## src/rtl/sdh_pkg.sv

```systemverilog
// Package for the SPI-mode SD sector host: request codes, phases, shared types.
// No dependencies; used by sdh_seq, sd_spi_sector_host and the testbench.
`default_nettype none
package sdh_pkg;
    localparam int SECTOR_BYTES = 512;
    localparam int IDLE_BYTES   = 10;
    localparam int IDX_W        = 10;

    localparam logic [2:0] REQ_OPEN  = 3'd0;
    localparam logic [2:0] REQ_READ  = 3'd1;
    localparam logic [2:0] REQ_WRITE = 3'd2;
    localparam logic [2:0] REQ_CLOSE = 3'd3;
    localparam logic [2:0] REQ_XCHG  = 3'd4;

    localparam logic [7:0] CMD_GO_IDLE = 8'd0;
    localparam logic [7:0] CMD_INIT    = 8'd1;
    localparam logic [7:0] CMD_READ    = 8'd17;
    localparam logic [7:0] CMD_WRITE   = 8'd24;

    localparam logic [7:0] TOK_DATA   = 8'hFE;
    localparam logic [7:0] BYTE_IDLE  = 8'hFF;
    localparam logic [7:0] CMD_CRC    = 8'h95;
    localparam logic [7:0] CMD_START  = 8'h40;
    localparam logic [3:0] RESP_OK    = 4'h5;

    typedef enum logic [4:0] {
        PH_IDLE, PH_WAKE, PH_CMD0, PH_CMD1, PH_CMDRW, PH_TOK0, PH_INIT,
        PH_RDTOK, PH_RDDATA, PH_RDCRC, PH_WRR1, PH_WRTOK, PH_WRDATA,
        PH_WRCRC, PH_WRRESP, PH_WRBUSY, PH_RELNEXT, PH_RELOPEN, PH_RELERR
    } t_phase;

    typedef struct packed {
        logic [2:0]  req_type;
        logic [31:0] sector;
        logic [15:0] sector_count;
        logic [7:0]  miso_byte;
        logic [7:0]  write_data;
        logic        card_present;
        logic        write_protect;
    } t_req;

    typedef struct packed {
        logic [7:0] mosi_byte;
        logic       mosi_valid;
        logic       cs_active;
        logic [7:0] read_data;
        logic       read_valid;
        logic       done_res;
        logic       status;
        logic       card_open;
        logic       read_only;
        logic       busy_res;
    } t_res;

    function automatic logic [7:0] frame_byte(input logic [7:0] cmd,
                                              input logic [31:0] addr,
                                              input logic [IDX_W-1:0] idx);
        logic [7:0] b;
        case (idx)
            10'd1:   b = CMD_START | cmd;
            10'd2:   b = addr[31:24];
            10'd3:   b = addr[23:16];
            10'd4:   b = addr[15:8];
            10'd5:   b = addr[7:0];
            10'd6:   b = CMD_CRC;
            default: b = BYTE_IDLE;
        endcase
        return b;
    endfunction
endpackage
`default_nettype wire

```

## src/rtl/sdh_fifo.sv

```systemverilog
// Small register queue used on the request and result sides.
// Depends on nothing but its parameters.
`default_nettype none
module sdh_fifo #(
    parameter int WIDTH = 8,
    parameter int DEPTH = 2
) (
    input  wire logic             i_clk,
    input  wire logic             i_rst_n,
    input  wire logic             i_push,
    input  wire logic [WIDTH-1:0] i_data,
    output logic                  o_full,
    input  wire logic             i_pop,
    output logic                  o_empty,
    output logic [WIDTH-1:0]      o_data
);
    localparam int AW = (DEPTH > 1) ? $clog2(DEPTH) : 1;
    logic [WIDTH-1:0] r_mem [DEPTH];
    logic [AW-1:0]    r_wp, r_rp;
    logic [AW:0]      r_cnt;
    logic             w_push, w_pop;

    assign o_full  = (r_cnt == (AW+1)'(DEPTH));
    assign o_empty = (r_cnt == '0);
    assign o_data  = r_mem[r_rp];
    assign w_push  = i_push && !o_full;
    assign w_pop   = i_pop && !o_empty;

    always_ff @(posedge i_clk) begin
        if (!i_rst_n) begin
            r_wp  <= '0;
            r_rp  <= '0;
            r_cnt <= '0;
        end else begin
            if (w_push) r_wp <= (r_wp == AW'(DEPTH-1)) ? '0 : r_wp + 1'b1;
            if (w_pop)  r_rp <= (r_rp == AW'(DEPTH-1)) ? '0 : r_rp + 1'b1;
            r_cnt <= r_cnt + (AW+1)'(w_push) - (AW+1)'(w_pop);
        end
        if (w_push) r_mem[r_wp] <= i_data;
    end

    a_no_overflow: assert property (@(posedge i_clk) disable iff (!i_rst_n)
        r_cnt <= (AW+1)'(DEPTH)) else $error("queue count overflow");
    a_pop_count: assert property (@(posedge i_clk) disable iff (!i_rst_n)
        (w_pop && !w_push) |=> r_cnt == $past(r_cnt) - 1'b1) else $error("pop lost");
    a_push_count: assert property (@(posedge i_clk) disable iff (!i_rst_n)
        (w_push && !w_pop) |=> r_cnt == $past(r_cnt) + 1'b1) else $error("push lost");
endmodule
`default_nettype wire

```

## src/rtl/sdh_seq.sv

```systemverilog
// Back end: the card sequencer, one request item per cycle while i_valid is high, into one result.
// Uses sdh_pkg.
`default_nettype none
module sdh_seq (
    input  wire logic           i_clk,
    input  wire logic           i_rst_n,
    input  wire logic           i_cfg_we,
    input  wire logic [15:0]    i_cfg_data,
    input  wire logic           i_valid,
    input  wire sdh_pkg::t_req  i_req,
    output sdh_pkg::t_res       o_res
);
    import sdh_pkg::*;

    t_phase            r_phase, n_phase;
    logic [IDX_W-1:0]  r_idx, n_idx;
    logic [15:0]       r_poll, n_poll, r_limit;
    logic [31:0]       r_addr, n_addr;
    logic [15:0]       r_left, n_left;
    logic              r_open, n_open, r_ro, n_ro;
    logic [1:0]        r_kind, n_kind;
    t_res              res;
    logic [15:0]       w_lim, w_pinc;
    logic              w_pout;
    logic [7:0]        w_cmd;
    logic [31:0]       w_faddr;

    assign w_lim  = (r_limit == '0) ? 16'd1 : r_limit;
    assign w_pinc = r_poll + 16'd1;
    assign w_pout = (w_pinc >= w_lim) || (w_pinc == '0);

    always_comb begin
        n_phase = r_phase; n_idx = r_idx; n_poll = r_poll; n_addr = r_addr;
        n_left = r_left; n_open = r_open; n_ro = r_ro; n_kind = r_kind;
        res = '0;
        w_cmd = CMD_GO_IDLE; w_faddr = '0;
        if (i_valid) begin
            if (r_phase != PH_IDLE) begin
                if (i_req.req_type == REQ_XCHG) begin
                    res.mosi_valid = 1'b1;
                    res.cs_active  = 1'b1;
                    res.mosi_byte  = BYTE_IDLE;
                    n_idx = '0;
                    unique case (r_phase)
                        PH_WAKE: begin
                            if (r_idx + 1'b1 < IDX_W'(IDLE_BYTES)) begin
                                n_idx = r_idx + 1'b1; res.cs_active = 1'b0;
                            end else begin
                                n_phase = PH_CMD0; n_poll = '0;
                                res.mosi_byte = frame_byte(CMD_GO_IDLE, '0, '0);
                            end
                        end
                        PH_CMD0, PH_CMD1, PH_CMDRW: begin
                            if (r_phase == PH_CMD1) w_cmd = CMD_INIT;
                            if (r_phase == PH_CMDRW) begin
                                w_cmd = (r_kind == 2'd1) ? CMD_READ : CMD_WRITE;
                                w_faddr = {r_addr[22:0], 9'd0};
                            end
                            if (r_idx < IDX_W'(7)) begin
                                n_idx = r_idx + 1'b1;
                                res.mosi_byte = frame_byte(w_cmd, w_faddr, n_idx);
                            end else begin
                                n_poll = '0;
                                if (r_phase == PH_CMD0) n_phase = PH_TOK0;
                                else if (r_phase == PH_CMD1) n_phase = PH_INIT;
                                else n_phase = (r_kind == 2'd1) ? PH_RDTOK : PH_WRR1;
                            end
                        end
                        PH_TOK0: begin
                            if (i_req.miso_byte != BYTE_IDLE) begin
                                n_poll = '0;
                                n_phase = (i_req.miso_byte == 8'd1) ? PH_INIT : PH_RELERR;
                            end else if (w_pout) begin
                                n_poll = '0; n_phase = PH_RELERR;
                            end else begin
                                n_poll = w_pinc; n_idx = r_idx;
                            end
                        end
                        PH_INIT: begin
                            if (i_req.miso_byte == 8'd0) begin
                                n_poll = '0; n_phase = PH_RELOPEN;
                            end else if (w_pout) begin
                                n_poll = '0; n_phase = PH_RELERR;
                            end else begin
                                n_poll = w_pinc; n_phase = PH_CMD1;
                            end
                        end
                        PH_RDTOK, PH_WRR1: begin
                            if ((r_phase == PH_RDTOK && i_req.miso_byte == TOK_DATA) ||
                                (r_phase == PH_WRR1 && i_req.miso_byte == 8'd0)) begin
                                n_poll = '0;
                                n_phase = (r_phase == PH_RDTOK) ? PH_RDDATA : PH_WRTOK;
                                if (r_phase == PH_WRR1) res.mosi_byte = TOK_DATA;
                            end else if (w_pout) begin
                                n_poll = '0; n_phase = PH_RELERR;
                            end else begin
                                n_poll = w_pinc; n_idx = r_idx;
                            end
                        end
                        PH_RDDATA: begin
                            res.read_data = i_req.miso_byte;
                            res.read_valid = 1'b1;
                            if (r_idx + 1'b1 < IDX_W'(SECTOR_BYTES)) n_idx = r_idx + 1'b1;
                            else begin n_phase = PH_RDCRC; n_poll = '0; end
                        end
                        PH_RDCRC, PH_WRCRC: begin
                            if (r_idx == '0) n_idx = IDX_W'(1);
                            else begin
                                n_poll = '0;
                                n_phase = (r_phase == PH_RDCRC) ? PH_RELNEXT : PH_WRRESP;
                            end
                        end
                        PH_WRTOK: begin
                            n_phase = PH_WRDATA;
                            res.mosi_byte = i_req.write_data;
                        end
                        PH_WRDATA: begin
                            if (r_idx + 1'b1 < IDX_W'(SECTOR_BYTES)) begin
                                n_idx = r_idx + 1'b1;
                                res.mosi_byte = i_req.write_data;
                            end else begin n_phase = PH_WRCRC; n_poll = '0; end
                        end
                        PH_WRRESP: begin
                            n_poll = '0;
                            n_phase = (i_req.miso_byte[3:0] == RESP_OK) ? PH_WRBUSY
                                                                        : PH_RELERR;
                        end
                        PH_WRBUSY: begin
                            if (i_req.miso_byte != 8'd0 || w_pout) begin
                                n_poll = '0; n_phase = PH_RELNEXT;
                            end else begin
                                n_poll = w_pinc; n_idx = r_idx;
                            end
                        end
                        PH_RELNEXT, PH_RELOPEN, PH_RELERR: begin
                            if (r_idx < IDX_W'(9)) n_idx = r_idx + 1'b1;
                            else if (r_phase == PH_RELERR) begin
                                res = '0; res.done_res = 1'b1; res.status = 1'b1;
                                n_phase = PH_IDLE;
                            end else if (r_phase == PH_RELOPEN) begin
                                res = '0; res.done_res = 1'b1;
                                n_open = 1'b1; n_ro = i_req.write_protect;
                                n_phase = PH_IDLE;
                            end else begin
                                n_addr = r_addr + 32'd1;
                                n_left = r_left - 16'd1;
                                if (n_left == '0) begin
                                    res = '0; res.done_res = 1'b1; n_phase = PH_IDLE;
                                end else begin
                                    n_phase = PH_CMDRW; n_poll = '0;
                                    res.mosi_byte = frame_byte(CMD_GO_IDLE, '0, '0);
                                end
                            end
                        end
                        default: begin
                            res = '0; n_phase = PH_IDLE; n_idx = r_idx;
                        end
                    endcase
                end
            end else begin
                unique case (i_req.req_type)
                    REQ_OPEN: begin
                        if (r_open) res.done_res = 1'b1;
                        else if (!i_req.card_present) begin
                            res.done_res = 1'b1; res.status = 1'b1;
                        end else begin
                            n_kind = 2'd0; n_phase = PH_WAKE; n_idx = '0; n_poll = '0;
                            res.mosi_valid = 1'b1; res.mosi_byte = BYTE_IDLE;
                        end
                    end
                    REQ_READ, REQ_WRITE: begin
                        if (!i_req.card_present ||
                            (i_req.req_type == REQ_WRITE && i_req.write_protect)) begin
                            res.done_res = 1'b1; res.status = 1'b1;
                        end else if (i_req.sector_count == '0) res.done_res = 1'b1;
                        else begin
                            n_kind = i_req.req_type[1:0];
                            n_addr = i_req.sector; n_left = i_req.sector_count;
                            n_phase = PH_CMDRW; n_idx = '0; n_poll = '0;
                            res.mosi_valid = 1'b1; res.cs_active = 1'b1;
                            res.mosi_byte = BYTE_IDLE;
                        end
                    end
                    REQ_CLOSE: begin
                        n_open = 1'b0; res.done_res = 1'b1;
                    end
                    default: ;
                endcase
            end
        end
        res.card_open = n_open;
        res.read_only = n_ro;
        res.busy_res  = (n_phase != PH_IDLE);
    end

    assign o_res = res;

    always_ff @(posedge i_clk) begin
        if (!i_rst_n) begin
            r_phase <= PH_IDLE; r_idx <= '0; r_poll <= '0; r_addr <= '0;
            r_left <= '0; r_open <= 1'b0; r_ro <= 1'b0; r_kind <= '0;
            r_limit <= 16'hFFFF;
        end else begin
            r_phase <= n_phase; r_idx <= n_idx; r_poll <= n_poll; r_addr <= n_addr;
            r_left <= n_left; r_open <= n_open; r_ro <= n_ro; r_kind <= n_kind;
            if (i_cfg_we) r_limit <= i_cfg_data;
        end
    end

    a_done_idle: assert property (@(posedge i_clk) disable iff (!i_rst_n)
        (i_valid && res.done_res) |=> r_phase == PH_IDLE) else $error("done not idle");
    a_status_done: assert property (@(posedge i_clk) disable iff (!i_rst_n)
        res.status |-> res.done_res) else $error("status without done");
    a_read_phase: assert property (@(posedge i_clk) disable iff (!i_rst_n)
        res.read_valid |-> r_phase == PH_RDDATA) else $error("read byte out of phase");
endmodule
`default_nettype wire

```

## src/rtl/sd_spi_sector_host.sv

```systemverilog
// SPI-mode SD sector host. Every request and every exchanged byte is one
// input item; each yields exactly one result item.
// Channels: push/full in, empty/pop out, both queue-like.
// A two-entry request queue feeds the sequencer; each popped request is
// processed combinationally and its result goes to a two-entry result queue.
// A request is registered in the request queue, its result in the result
// queue, and the result then stays on the output ports until popped.
// Throughput: one item per cycle while results are taken; the sequencer
// step (next-byte decision) sets that rate.
// When pop stays low the result queue fills, the sequencer stops, and
// full rises once the request queue fills too; nothing is lost.
// Reset (synchronous, active low) empties both queues, returns the
// sequencer to idle, closes the card and sets timeout_limit to 65535.
// timeout_limit is written through i_cfg_we/i_cfg_data; the user must do so
// only while idle; the block does not enforce it. Depends on sdh_pkg, sdh_fifo, sdh_seq.
`default_nettype none
module sd_spi_sector_host (
    input  wire logic        i_clk,
    input  wire logic        i_rst_n,
    input  wire logic        i_cfg_we,
    input  wire logic [15:0] i_cfg_data,
    input  wire logic        push,
    output logic             full,
    input  wire logic [2:0]  i_req_type,
    input  wire logic [31:0] i_sector,
    input  wire logic [15:0] i_sector_count,
    input  wire logic [7:0]  i_miso_byte,
    input  wire logic [7:0]  i_write_data,
    input  wire logic        i_card_present,
    input  wire logic        i_write_protect,
    output logic             empty,
    input  wire logic        pop,
    output logic [7:0]       o_mosi_byte,
    output logic             o_mosi_valid,
    output logic             o_cs_active,
    output logic [7:0]       o_read_data,
    output logic             o_read_valid,
    output logic             o_done_res,
    output logic             o_status,
    output logic             o_card_open,
    output logic             o_read_only,
    output logic             o_busy_res
);
    import sdh_pkg::*;

    t_req w_in, w_req;
    t_res w_res, w_out;
    logic w_qempty, w_rfull, w_go;

    assign w_in = '{i_req_type, i_sector, i_sector_count, i_miso_byte,
                    i_write_data, i_card_present, i_write_protect};
    assign w_go = !w_qempty && !w_rfull;

    sdh_fifo #(.WIDTH($bits(t_req)), .DEPTH(2)) u_reqq (
        .i_clk(i_clk), .i_rst_n(i_rst_n), .i_push(push), .i_data(w_in),
        .o_full(full), .i_pop(w_go), .o_empty(w_qempty), .o_data(w_req));

    sdh_seq u_seq (
        .i_clk(i_clk), .i_rst_n(i_rst_n), .i_cfg_we(i_cfg_we),
        .i_cfg_data(i_cfg_data), .i_valid(w_go), .i_req(w_req), .o_res(w_res));

    sdh_fifo #(.WIDTH($bits(t_res)), .DEPTH(2)) u_resq (
        .i_clk(i_clk), .i_rst_n(i_rst_n), .i_push(w_go), .i_data(w_res),
        .o_full(w_rfull), .i_pop(pop), .o_empty(empty), .o_data(w_out));

    assign o_mosi_byte  = w_out.mosi_byte;
    assign o_mosi_valid = w_out.mosi_valid;
    assign o_cs_active  = w_out.cs_active;
    assign o_read_data  = w_out.read_data;
    assign o_read_valid = w_out.read_valid;
    assign o_done_res   = w_out.done_res;
    assign o_status     = w_out.status;
    assign o_card_open  = w_out.card_open;
    assign o_read_only  = w_out.read_only;
    assign o_busy_res   = w_out.busy_res;
endmodule
`default_nettype wire

```

## config.mk

```make
export PLATFORM = sky130hd
export DESIGN_NAME = sd_spi_sector_host
export DESIGN_NICKNAME = d
export VERILOG_FILES = /design/src/rtl/sdh_pkg.sv /design/src/rtl/sdh_fifo.sv /design/src/rtl/sdh_seq.sv /design/src/rtl/sd_spi_sector_host.sv
export SDC_FILE = /design/constraint.sdc
export NUM_CORES = 1
export LEC_CHECK = 0
export ABC_AREA = 1
export ABC_CLOCK_PERIOD_IN_PS = 4600
export BUFFER_PORTS_ARGS = -buffer_cell sky130_fd_sc_hd__buf_4
export CAP_MARGIN = 30
export CORE_ASPECT_RATIO = 1.1
export CORE_MARGIN = 8
export CORE_UTILIZATION = 53
export CTS_CLUSTER_DIAMETER = 60
export DETAILED_ROUTE_END_ITERATION = 6
export PLACE_DENSITY_LB_ADDON = 0.05
export SLEW_MARGIN = 20
export SYNTH_ARGS = -nofsm -noshare
export SYNTH_HDL_FRONTEND = slang
export SYNTH_SLANG_ARGS = --single-unit
```

## constraint.sdc

```tcl
create_clock -name i_clk -period 4.6 [get_ports i_clk]
set_input_delay 0.92 -clock i_clk [delete_from_list [all_inputs] [get_ports i_clk]]
set_output_delay 0.92 -clock i_clk [all_outputs]
set_load 0.02 [all_outputs]
```

* After elaboration in Yosys (flattened, before gate mapping) *
Memory sizes are Yosys's and may differ from the RTL's. A register that Yosys moved wholly into a read port is not among the register bits.
Index checks and enable logic that the tools add are counted.
W data, S select, Z words.

storage, ports and cells
  bits in registers = 107
  memories kept = 2
  bits of input ports = 90
  RAM bits = 186
  output and inout port bits = 26

cells by class
  add/subtract/negate cells = 12
  eq/ne operators = 61
  reduce and logical (&&, ||, !) cells = 46
  multiplexer cells = 160
  bitwise operators = 1
  $lt $le $gt $ge = 5

memory list
  name          words  width  rd ports  clocked after memory_dff  wr ports  RTL line        RTL
  u_reqq.r_mem  2      69     1         1                         1         sdh_fifo.sv:18  logic [WIDTH-1:0] r_mem [DEPTH];
  u_resq.r_mem  2      24     1         1                         1         sdh_fifo.sv:18

operators with widths
  kind                     number
  $mux W16                 30
  $mux W32                 10
  $mux W10                 17
  $pmux W16 S10            1
  $mux W5                  27
  $mux W24                 5
  $pmux W8 S6              2
  $pmux W10 S9             1
  $logic_not A16 Y1        4
  $pmux W5 S12             1
  $eq A5 B4 Y1 const B     8
  $mux W8                  5
  $mux W1                  37
  $pmux W9 S2              2
  $add A32 B1 Y32 const B  1
  $pmux W16 S2             1
  $eq A10 B3 Y1 const B    3
  $ne A3 B3 Y1 const B     10
  $mux W9                  3
  $eq A10 B2 Y1 const B    2
  $eq A5 B3 Y1 const B     4
  $lt A10 B4 Y1 const B    2
  $pmux W10 S2             1
  $reduce_and A9 Y1        2
  54 further kinds         106

* Longest topological paths before layout *
  depth in word-level cells = 11
  mapped depth = 26
  depth with buffers taken out = 26

* Hierarchy *
Synthesis repeated with hierarchy kept, for this count alone.

second synthesis, totals
  cells, all modules = 1679
  area total of the unflattened synthesis = 15148.3 µm²

modules (own cells, without submodules)
  module              area an instance (µm²)  times used  sequential area each (µm²)  cells an instance
  sdh_seq             7790.0                  1           1801.7                      1312
  sdh_fifo (u_reqq)   5268.8                  1           4244.1                      253
  sdh_fifo (u_resq)   2085.8                  1           1541.5                      113
  sd_spi_sector_host  3.8                     1           0.0                         1

* Worst setup path before layout *
No wires, ideal clock.

  path kind = in2reg
  from = in push
  to = mem u_reqq.r_mem[1][0] (netlist name) (enable)
  path slack = 526 ps
  stages = 2
  library setup time = 480 ps
  arrival = 3594 ps
  cell sequence = o21ai_0 -> nor2_1

on the way
  word-level cells in the longest chain between the ends = 3

RTL lines
  element                        RTL line                  RTL
  start, declared                sd_spi_sector_host.sv:22  input wire logic push,
  $logic_and A1 B1 Y1            sdh_fifo.sv:26            assign w_push = i_push && !o_full;
  $mux W1                        sdh_fifo.sv:39            if (w_push) r_mem[r_wp] <= i_data;
  $mux W1 (implied by the code)  sdh_fifo.sv:39
  end, declared                  sdh_fifo.sv:18

No other way between the ends.

* Worst setup path in the final report *
  from = reg u_seq.r_poll[0]
  to = reg u_seq.r_idx[5]

on the way
  word-level cells in the longest chain between the ends = 8
  elaborated cells on any way between the ends = 13
  those cells by class = add/sub: 1; order compare: 1; eq/ne: 1; mux: 6; reduce/logical: 4

RTL lines
  element                                              RTL line        RTL
  start, declared                                      sdh_seq.sv:17   logic [15:0] r_poll, n_poll, r_limit;
  start signal, assigned                               sdh_seq.sv:204  r_phase <= n_phase; r_idx <= n_idx; r_poll <= n_poll; r_addr <= n_addr;
  $add A16 B1 Y16 (*)                                  sdh_seq.sv:29   assign w_pinc = r_poll + 16'd1;
  $ge A16 B16 Y1 or $logic_not A16 Y1 (tied branches)  sdh_seq.sv:30   assign w_pout = (w_pinc >= w_lim) || (w_pinc == '0);
  $logic_or A1 B1 Y1 (*)                               sdh_seq.sv:30
  $mux W10                                             -
  $mux W10 (on tied branches)                          -
  $pmux W10 S9                                         -
  $mux W10 (2 in a row)                                -
  end signal, assigned                                 sdh_seq.sv:204
  end, declared                                        sdh_seq.sv:16   logic [IDX_W-1:0] r_idx, n_idx;

Every way passes the cells marked *; elsewhere a longest branch is shown, timed or not. The select of a mux whose other input is x is not followed.
A chain may end at the register's enable or synchronous reset.

==> results.yml <==
outcome:
  status: "finished clean"
placed_design:
  placed_cell_area_um2: 15320
  port_buffers: 106
  dpl.cell_count: 2103
  gp_congestion: 0.9329
  dp_hpwl_mm: 24.97
timing:
  finalSetupViolations: 0
  rsz0062_at_grt: "no"
  slew_headroom_pct: 42.91
  slew_violations: 0
  tightestPinTransition_ns: 0.8563
  fin_crit_sh_pct: 85.87
  hold_viol: 0
  fin_setup_tns_ns: 0
  max_freq_mhz: 253.2
  timing.final.crit_period_ns: 3.950
  fin_skew_ns: 0.02129
drt:
  drtPass1Iterations: 7
  routed_via_density: 5.433
  antenna_left: 0
  drcViolationCount: 0
  wirelength_mm: 34.90
  routedWlPerCell_um: 16.18
  drt_iter0_markers: 847
  num_vias: 11720
worst_setup_path:
  r2r_cells: 19
  path_cells: "ha_1, nand3_1, nor2_1, nand4_1, nand2_1, inv_1, ha_1, nand2_1, nor2_1, nand2_1, inv_1, nand2_1, nand2_1, nor2_1, nand4_2, nand3_1, inv_2, o21ai_0, a21oi_1"
  crit_fanout: 12
  critPathMostFrequentCell: "nand2_1"
  worstPathRequired_ns: 5.02
  slowest_delay_ns: 0.55
  critical_path_depth: 19
  cp_top_family: "simple AND/OR/NAND/NOR gates"
  crit_buf_inv: 3
  critPathKind: "flop to flop"
  cp-start-kind: "flop"
  slowest_stage: "nor2_1"
  cp.arrival_ns: 4.37
  crit_path_end_kind: "flop"
grt:
  grt_max_degree: 65
  grt_antenna_before_repair: 0
  grt_pass1_wl_mm: 56.86
  grt_overflow: 0
  grt.total_usage_pct: 21.56
  grt_pass1_vias: 11440
clock_network:
  clock_sinks: 268
  clkSlewWorstSetupHoldPaths_ns: 0.06
  cts_hold_buf: 0
  cts_resized: 0
  insertion_delay_ns: 0.56
  cts_buffers: 29
  cts_tree: "done"
  cts_buffer_depth: 3
  postCtsSetupRepairBufs: 0
  ctsHtreeMaxLevel: 1
  clock-root-buffer: "clkbuf_16"
final_layout:
  layout-drive-gt1-share_pct: 15.78
  final-instance-count-excl-fill: 2157
  design_area_um2: 16260
  num_antenna_cells: 0
  final_net_count: 1897
  final_cell_mix: "nand2_1 (325), nor2_1 (172), edfxtp_1 (168), inv_1 (150), a21oi_1 (149)"
  synthToLayoutAreaGrowth_pct: 14.23
  layout_commonest_cell: "nand2_1"
hold_path:
  min_path_type: "flop to flop"
  whs_path_depth: 1
synth:
  synth.avg_cell_area_um2: 8.448
  synthSimpleGateAreaFrac_pct: 23.64
  synthMuxAreaShare_pct: 2.628
  yosys_warnings: 0
  netlist_area_um2: 14230
  synth-edff-count: 168
  ys_top_cells_by_area: "edfxtp_1 (35%), dfxtp_1 (14%), nand2_1 (8.6%), a21oi_1 (5.2%), nor2_1 (4.6%)"
  async_flop_share_pct: 0
  synth_fa_ha_area_share_pct: 2.637
  ys_seq_area_share_pct: 49.50
  synth_nets: 1805
  synth_top_area_cell: "edfxtp_1"
  synthFlopType: "edfxtp_1"
  ys_ff_latch: 268
  synth_compound_area_share_pct: 12.82
  synth_top_cell_area_share_pct: 35.44
  synth_xor_area_share_pct: 1.784
  ys_types: 55
  netlist_instances: 1685
  synth_top_family_by_area: "simple AND/OR/NAND/NOR gates"
floorplan:
  dieArea_um2: 32370
  fp.dieH_um: 187.9
  core_um2: 26720
  fp-row-count: 63
  start_util_pct: 53.27
  fp.dieW_um: 172.3
  io_pins: 116
pwr:
  p_leak_uw: 0.006807
  power_density_nw_per_um2: 586.4
  ir_drop_v: 0.0003509
job:
  drv_cap: 0
final timing paths:
check | startpoint | to | slack [ns]
setup / recovery | u_seq.r_poll[0]$_SDFFE_PN0P_ | u_seq.r_idx[5]$_SDFFE_PN0P_ | 0.65
hold / removal | u_reqq.r_rp$_SDFFE_PN0P_ | flop | 0.46
setup reg to reg | u_seq.r_poll[0]$_SDFFE_PN0P_ | u_seq.r_idx[5]$_SDFFE_PN0P_ | 0.65
hold reg to reg | u_reqq.r_rp$_SDFFE_PN0P_ | flop | 0.46
area by class of cell:
cell class              count  area, um2
fillers                  2382      10460
flip-flops and latches    268       7048
multi-input cells        1173       6215
repair buffers            123      930.9
clock buffers              38      789.5
inverters                 182      683.2
well taps                 357      446.7
clock inverters            16      147.6
sequential cells by signal (all words and copies together) (netlist names), 2 cells and up, named ones only:
| name | cells |
|---|---|
| u_reqq.r_mem | 120 |
| u_resq.r_mem | 48 |
| u_seq.r_addr | 23 |
| u_seq.r_left | 16 |
| u_seq.r_limit | 16 |
| u_seq.r_poll | 16 |
| u_seq.r_idx | 10 |
| u_seq.r_phase | 5 |
| u_reqq.r_cnt | 2 |
| u_resq.r_cnt | 2 |
| u_seq.r_kind | 2 |
cells in the mapped netlist, drive strengths merged, types with 2 or more instances:
cell / instances
inv: 179
edfxtp: 168
buf: 27
mux2: 24
nand2: 332
clkbuf: 35
and3: 2
nor3: 26
o21bai: 2
dfxtp: 100
o21a: 3
nand3: 115
o2111ai: 2
o22ai: 4
a21oi: 152
o31ai: 2
nand3b: 7
o211ai: 10
o221ai: 5
and2: 3
mux2i: 10
ha: 30
xor2: 23
a211oi: 10
nand4: 39
xnor2: 6
or2: 17
a31oi: 4
o21ai: 137
nor2: 196
clkinv: 3
nor4: 9
metrics by stage:
stage	power, uW	util (%)	setup WS [ns]	hold WS [ns]
final	9536	60.85	0.6498	0.4612
after global routing	10200	60.85	0.2600	0.4778
after floorplan	6215	-	0.5264	0.4257
after detailed placement	7307	57.34	0.6853	0.4427
after global placement	7251	57.29	0.7099	0.4305
after CTS	9611	60.85	0.6596	0.4622
routing by layer:
metal	GRT usage [%]	wire (um)	up-vias
li1	-	-	5938
met1	27.60	15200	5447
met2	37.45	17150	269
met3	2.692	1757	65
met4	6.107	793	0
met5	0	0	-
power breakdown:
group / switching (uW) / total (uW) / internal [uW] / leakage (uW)
Combinational: 2610 / 3860 / 1250 / 0.00396
Sequential: 261 / 3410 / 3140 / 0.00239
Clock: 945 / 2270 / 1320 / 0.000458
cells by family (layout without fill, tap and decap cells):
group                    Yosys count  after routing
AO/OA/AOI/OAI                    334            334
XOR/XNOR                          29             29
adder cells (fa/ha/maj)           30             30
buffers and inverters            244            359
flip-flops                       268            268
multiplexers                      34             34
AND/OR/NAND/NOR                  746            746
No activity file was read; power rests on OpenSTA's default activity.
